`src/rtl/pprs_pkg.sv`:
```
package pprs_pkg;

    // Default field widths
    localparam int COEF_BITS_DEF  = 16;
    localparam int COORD_BITS_DEF = 16;

    // Register file layout
    localparam int DATA_BITS   = 64;
    localparam int ADDR_BITS   = 6;
    localparam int IDX_LSB     = 3;
    localparam int IDX_BITS    = 3;
    localparam int COEF_STRIDE = 16;
    localparam int ROW_COEFS   = 4;
    localparam int CORNER_BITS = 12;
    localparam int RECT_BITS   = 2 * CORNER_BITS;
    localparam int SIZE_BITS   = 13;
    localparam int SCREEN_BITS = 2 * SIZE_BITS;

    // Pipeline depth from request to result strobe
    localparam int LATENCY = 5;

    localparam logic [DATA_BITS-1:0]   ROW_X_RST  = 64'h0000_0000_0000_1000;
    localparam logic [DATA_BITS-1:0]   ROW_Y_RST  = 64'h0000_0000_1000_0000;
    localparam logic [DATA_BITS-1:0]   ROW_W_RST  = 64'h1000_0000_0000_0000;
    localparam logic [RECT_BITS-1:0]   RECT_RST   = '0;
    localparam logic [SCREEN_BITS-1:0] SCREEN_RST = 26'd8849280;

    typedef enum logic [IDX_BITS-1:0] {
        REG_ROW_X  = 3'd0,
        REG_ROW_Y  = 3'd1,
        REG_ROW_W  = 3'd2,
        REG_RECT_X = 3'd3,
        REG_RECT_Y = 3'd4,
        REG_SCREEN = 3'd5
    } t_reg_idx;

endpackage

```
`src/rtl/pprs_row.sv`:
```
module pprs_row #(
    parameter int COEF_BITS  = pprs_pkg::COEF_BITS_DEF,
    parameter int COORD_BITS = pprs_pkg::COORD_BITS_DEF
) (
    input  logic                                          i_clk,
    input  logic [pprs_pkg::DATA_BITS-1:0]                i_coeffs,
    input  logic signed [COORD_BITS-1:0]                  i_point_x,
    input  logic signed [COORD_BITS-1:0]                  i_point_y,
    input  logic signed [COORD_BITS-1:0]                  i_point_z,
    output logic signed [COEF_BITS+COORD_BITS+1:0]        o_sum
);
    import pprs_pkg::*;

    localparam int PROD_W     = COEF_BITS + COORD_BITS;
    localparam int SUM_W      = PROD_W + 2;
    localparam int COORD_FRAC = COORD_BITS / 2;

    logic signed [COEF_BITS-1:0]  coef [ROW_COEFS];
    logic signed [COORD_BITS-1:0] coord [3];
    logic signed [PROD_W-1:0]     r_prod [3];
    logic signed [PROD_W-1:0]     r_bias;
    logic signed [SUM_W-1:0]      r_sum;

    always_comb begin
        for (int k = 0; k < ROW_COEFS; k++) begin
            coef[k] = i_coeffs[COEF_STRIDE*k +: COEF_BITS];
        end
        coord[0] = i_point_x;
        coord[1] = i_point_y;
        coord[2] = i_point_z;
    end

    // Stage one: three lane products, constant term lined up with them
    always_ff @(posedge i_clk) begin
        for (int k = 0; k < 3; k++) begin
            r_prod[k] <= PROD_W'(coef[k]) * PROD_W'(coord[k]);
        end
        r_bias <= PROD_W'(coef[3]) <<< COORD_FRAC;
    end

    // Stage two: add the row
    always_ff @(posedge i_clk) begin
        r_sum <= SUM_W'(r_prod[0]) + SUM_W'(r_prod[1]) + SUM_W'(r_prod[2]) + SUM_W'(r_bias);
    end

    assign o_sum = r_sum;

endmodule

```
`config.mk`:
```
export PLATFORM = sky130hd
export DESIGN_NAME = pprs_row
export DESIGN_NICKNAME = d
export VERILOG_FILES = /design/src/rtl/pprs_pkg.sv /design/src/rtl/pprs_row.sv
export SDC_FILE = /design/constraint.sdc
export NUM_CORES = 2
export LEC_CHECK = 0
export BUFFER_PORTS_ARGS = -buffer_cell sky130_fd_sc_hd__buf_2
export CORE_UTILIZATION = 53
export CTS_CLUSTER_SIZE = 16
export DETAILED_ROUTE_END_ITERATION = 10
export GPL_TIMING_DRIVEN = 0
export PLACE_DENSITY_LB_ADDON = 0.08
export SLEW_MARGIN = 10
export SYNTH_ARGS = -nofsm -noshare
export SYNTH_HDL_FRONTEND = slang
export SYNTH_SLANG_ARGS = --single-unit
export TNS_END_PERCENT = 100
```
`constraint.sdc`:
```
create_clock -name i_clk -period 10.2 [get_ports i_clk]
set_input_delay 1.53 -clock i_clk [delete_from_list [all_inputs] [get_ports i_clk]]
set_output_delay 1.53 -clock i_clk [all_outputs]
set_load 0.01 [all_outputs]
```
==> out/metrics.yaml <==
global_routing:
  grt_usage: 0.272
  grt_max_degree: 17
  antenna_found_initial: 3
  grt_pass1_wl_um: 140000
  grt_pass1_vias: 26300
  grt_overflow: 0
logic_synthesis:
  synth_nets: 4900
  synth_area_um2: 35100
  yosys.area_share.simple: 0.140
  ys_warn_count: 0
  syn_area_per_cell_um2: 9.59
  synth_cell_types: 68
  yosys.area.top_type: "fa_1"
  synth_compound_area_frac: 0.0577
  synthXorXnorAreaFrac: 0.0322
  ys_seq_area_frac: 0.0833
  synthTopCellsByArea: "fa_1, ha_1, inv_1, dfxtp_1, and2_1"
  synth_top_area_frac: 0.482
  postSynthCellCount: 3659
  yosys.area_share.adder: 0.583
  synth_edf_count: 0
  ys_ff_latch: 146
  synth_top_family_by_area: "adder cells"
  synth_mux_area_frac: 0.000856
  async_flop_share: 0
  ys_dominant_reg_cell: "dfxtp_1"
timing:
  tightest_slew_ns: 1.12
  skew_ns: 0.0184
  finalMaxSlewViolations: 0
  finalCritPeriodShare: 0.767
  tns_ns: 0
  timing.fmax_mhz: 128
  fin_crit_ns: 7.82
  rsz0062_at_grt: "no"
  hold_viol: 0
  finalSetupViolCount: 0
  max-slew-margin-rel: 0.247
worst_setup_path:
  required_ns: 10.47
  r2r_cells: 12
  endpoint_kind: "flop"
  critPathLaunchType: "input port"
  rrSetupSlack_ns: 6.14
  path_max_fanout: 10
  criticalPathCategory: "in -> reg"
  reg2reg_to: "o_sum[32]"
  r2r_start: "r_prod[0][2]"
  arrival_ns: 8.09
clock_network:
  clk_path_buf_depth: 2
  holdBufCountCts: 0
  cts-resized-gates: 0
  clk_latency_ns: 0.44
  cts_tree: "built"
  htreeDepth: 4
  path_clk_slew_ns: 0.07
  cts_setup_buffers: 0
  root_buffer: "clkbuf_16"
  cts_buffers: 17
  cts.sink_count: 146
drt:
  drc_errors: 0
  firstDrtPassIters: 5
  wl_per_cell_um: 18.1
  antenna_left: 0
  wl_met1_um: 36300
  routed-wl-met3_um: 5080
  dr_wl_met2_um: 40900
  vias: 24500
  wl_um: 85200
  via_per_inst: 5.23
  drt-initial-drc-count: 1307
  top_layer_used: "met4"
die:
  die_w_um: 259
  dieArea_um2: 67200
  coreArea_um2: 64900
  initial_core_util: 0.540
  io_pins: 147
  fp-row-count: 93
  die_h_um: 259
worst_hold_path:
  hold_class: "reg -> reg"
  worstHoldPathCells: 3
  worstHoldStart: "r_prod[0][64]"
  min_to: "o_sum[0]"
placed_design:
  routabilityCongestion: 0.922
  io_buffers: 146
  dp_hpwl_um: 75200
finish:
  final_common_cell: "inv_1"
  drive_gt1_frac: 0.0526
  layout_common_cells: "inv_1, fa_1, nand2_1, and2_1, ha_1"
  area_growth_syn_to_layout_pct: 6.82
  num-nets-final: 5065
flow_run:
  drv_cap: 0
run_status:
  status: "completed"
synth_stat cells, types with 4 or more instances:
cell type  count
a211oi_1      10
a21oi_1       89
nor3_1        23
nor2b_1        7
a21o_1        47
nand3_1       16
or3_1         10
fa_1         844
inv_1        862
o2111ai_1      4
and4_1         6
xor2_1        27
nand2b_1      14
o21a_1        14
a31oi_1        8
nand2_1      391
and2_1       381
clkbuf_1      99
dfxtp_1      146
o21bai_1      13
a211o_1        8
o21ai_0       42
o31a_1         4
xnor2_1      102
nor2_1       114
ha_1         284
nand3b_1       4
and3_1         9
o211ai_1       8
a31o_2         5
o21ai_1        5
registers in the layout, indices dropped and copies added, names as in the netlist:
signal	cells
o_sum	34
r_bias	16
r_prod	96
metal layers:
metal | GRT usage | vias to the layer above
li1 | - | 11200
met1 | 0.373 | 12500
met2 | 0.449 | 677
met3 | 0.0392 | 148
met4 | 0.0827 | 0
met5 | 0 | -
worst max-delay path, cell delays in order:
cell       delay, ns
buf_2           0.20
clkbuf_1        0.44
nand2_1         0.18
inv_1           0.15
fa_1            0.54
fa_1            0.90
fa_1            0.53
fa_1            0.52
fa_1            0.50
inv_1           0.05
fa_1            0.48
inv_1           0.06
ha_1            0.27
clkbuf_1        0.33
and3_1          0.22
nand3_1         0.15
nor2_1          0.19
a211o_1         0.17
a2111oi_0       0.09
nor3b_1         0.55
layout make-up:
type | instances | area, µm²
Inverter | 862 | 3240
Sequential cell | 146 | 2920
Buffer | 101 | 379
Clock inverter | 13 | 141
Tap cell | 855 | 1070
Clock buffer | 19 | 443
Multi-Input combinational cell | 2550 | 28500
Fill cell | 5963 | 27500
Antenna cell | 3 | 7.51
Timing Repair Buffer | 146 | 731
worst max path at each step:
stage / from / to
2_1_floorplan: i_coeffs[31] / r_prod[0][63]
3_3_place_gp: i_coeffs[31] / r_prod[0][63]
3_5_place_dp: i_coeffs[31] / r_prod[0][63]
4_1_cts: i_coeffs[31] / r_prod[0][63]
5_1_grt: i_coeffs[31] / r_prod[0][63]
6_report: i_coeffs[31] / r_prod[0][63]
through the flow:
| step | setup WS (ns) | hold slack (ns) | cell area, µm² | instances | utilization |
|---|---|---|---|---|---|
| final | 2.38 | 0.584 | 37500 | 4695 | 0.577 |
| after global routing | 1.90 | 0.630 | 37500 | 4692 | 0.577 |
| after CTS | 2.29 | 0.589 | 37500 | 4692 | 0.577 |
| after detailed placement | 1.88 | 0.578 | 36900 | 4660 | 0.568 |
| after global placement | 1.84 | 0.566 | 36900 | 4660 | 0.568 |
| after floorplan | 3.07 | 0.549 | 35100 | 3659 | - |
cell families after synthesis:
group | after synthesis
buf+inv | 963
mux | 3
simple gates | 990
compound gates | 300
xor+xnor | 129
flops | 146
fa+ha+maj | 1128
Power is left out: the tool's default activity adds up to more than one toggle a clock period on the data nets, which glitch-free logic cannot reach.
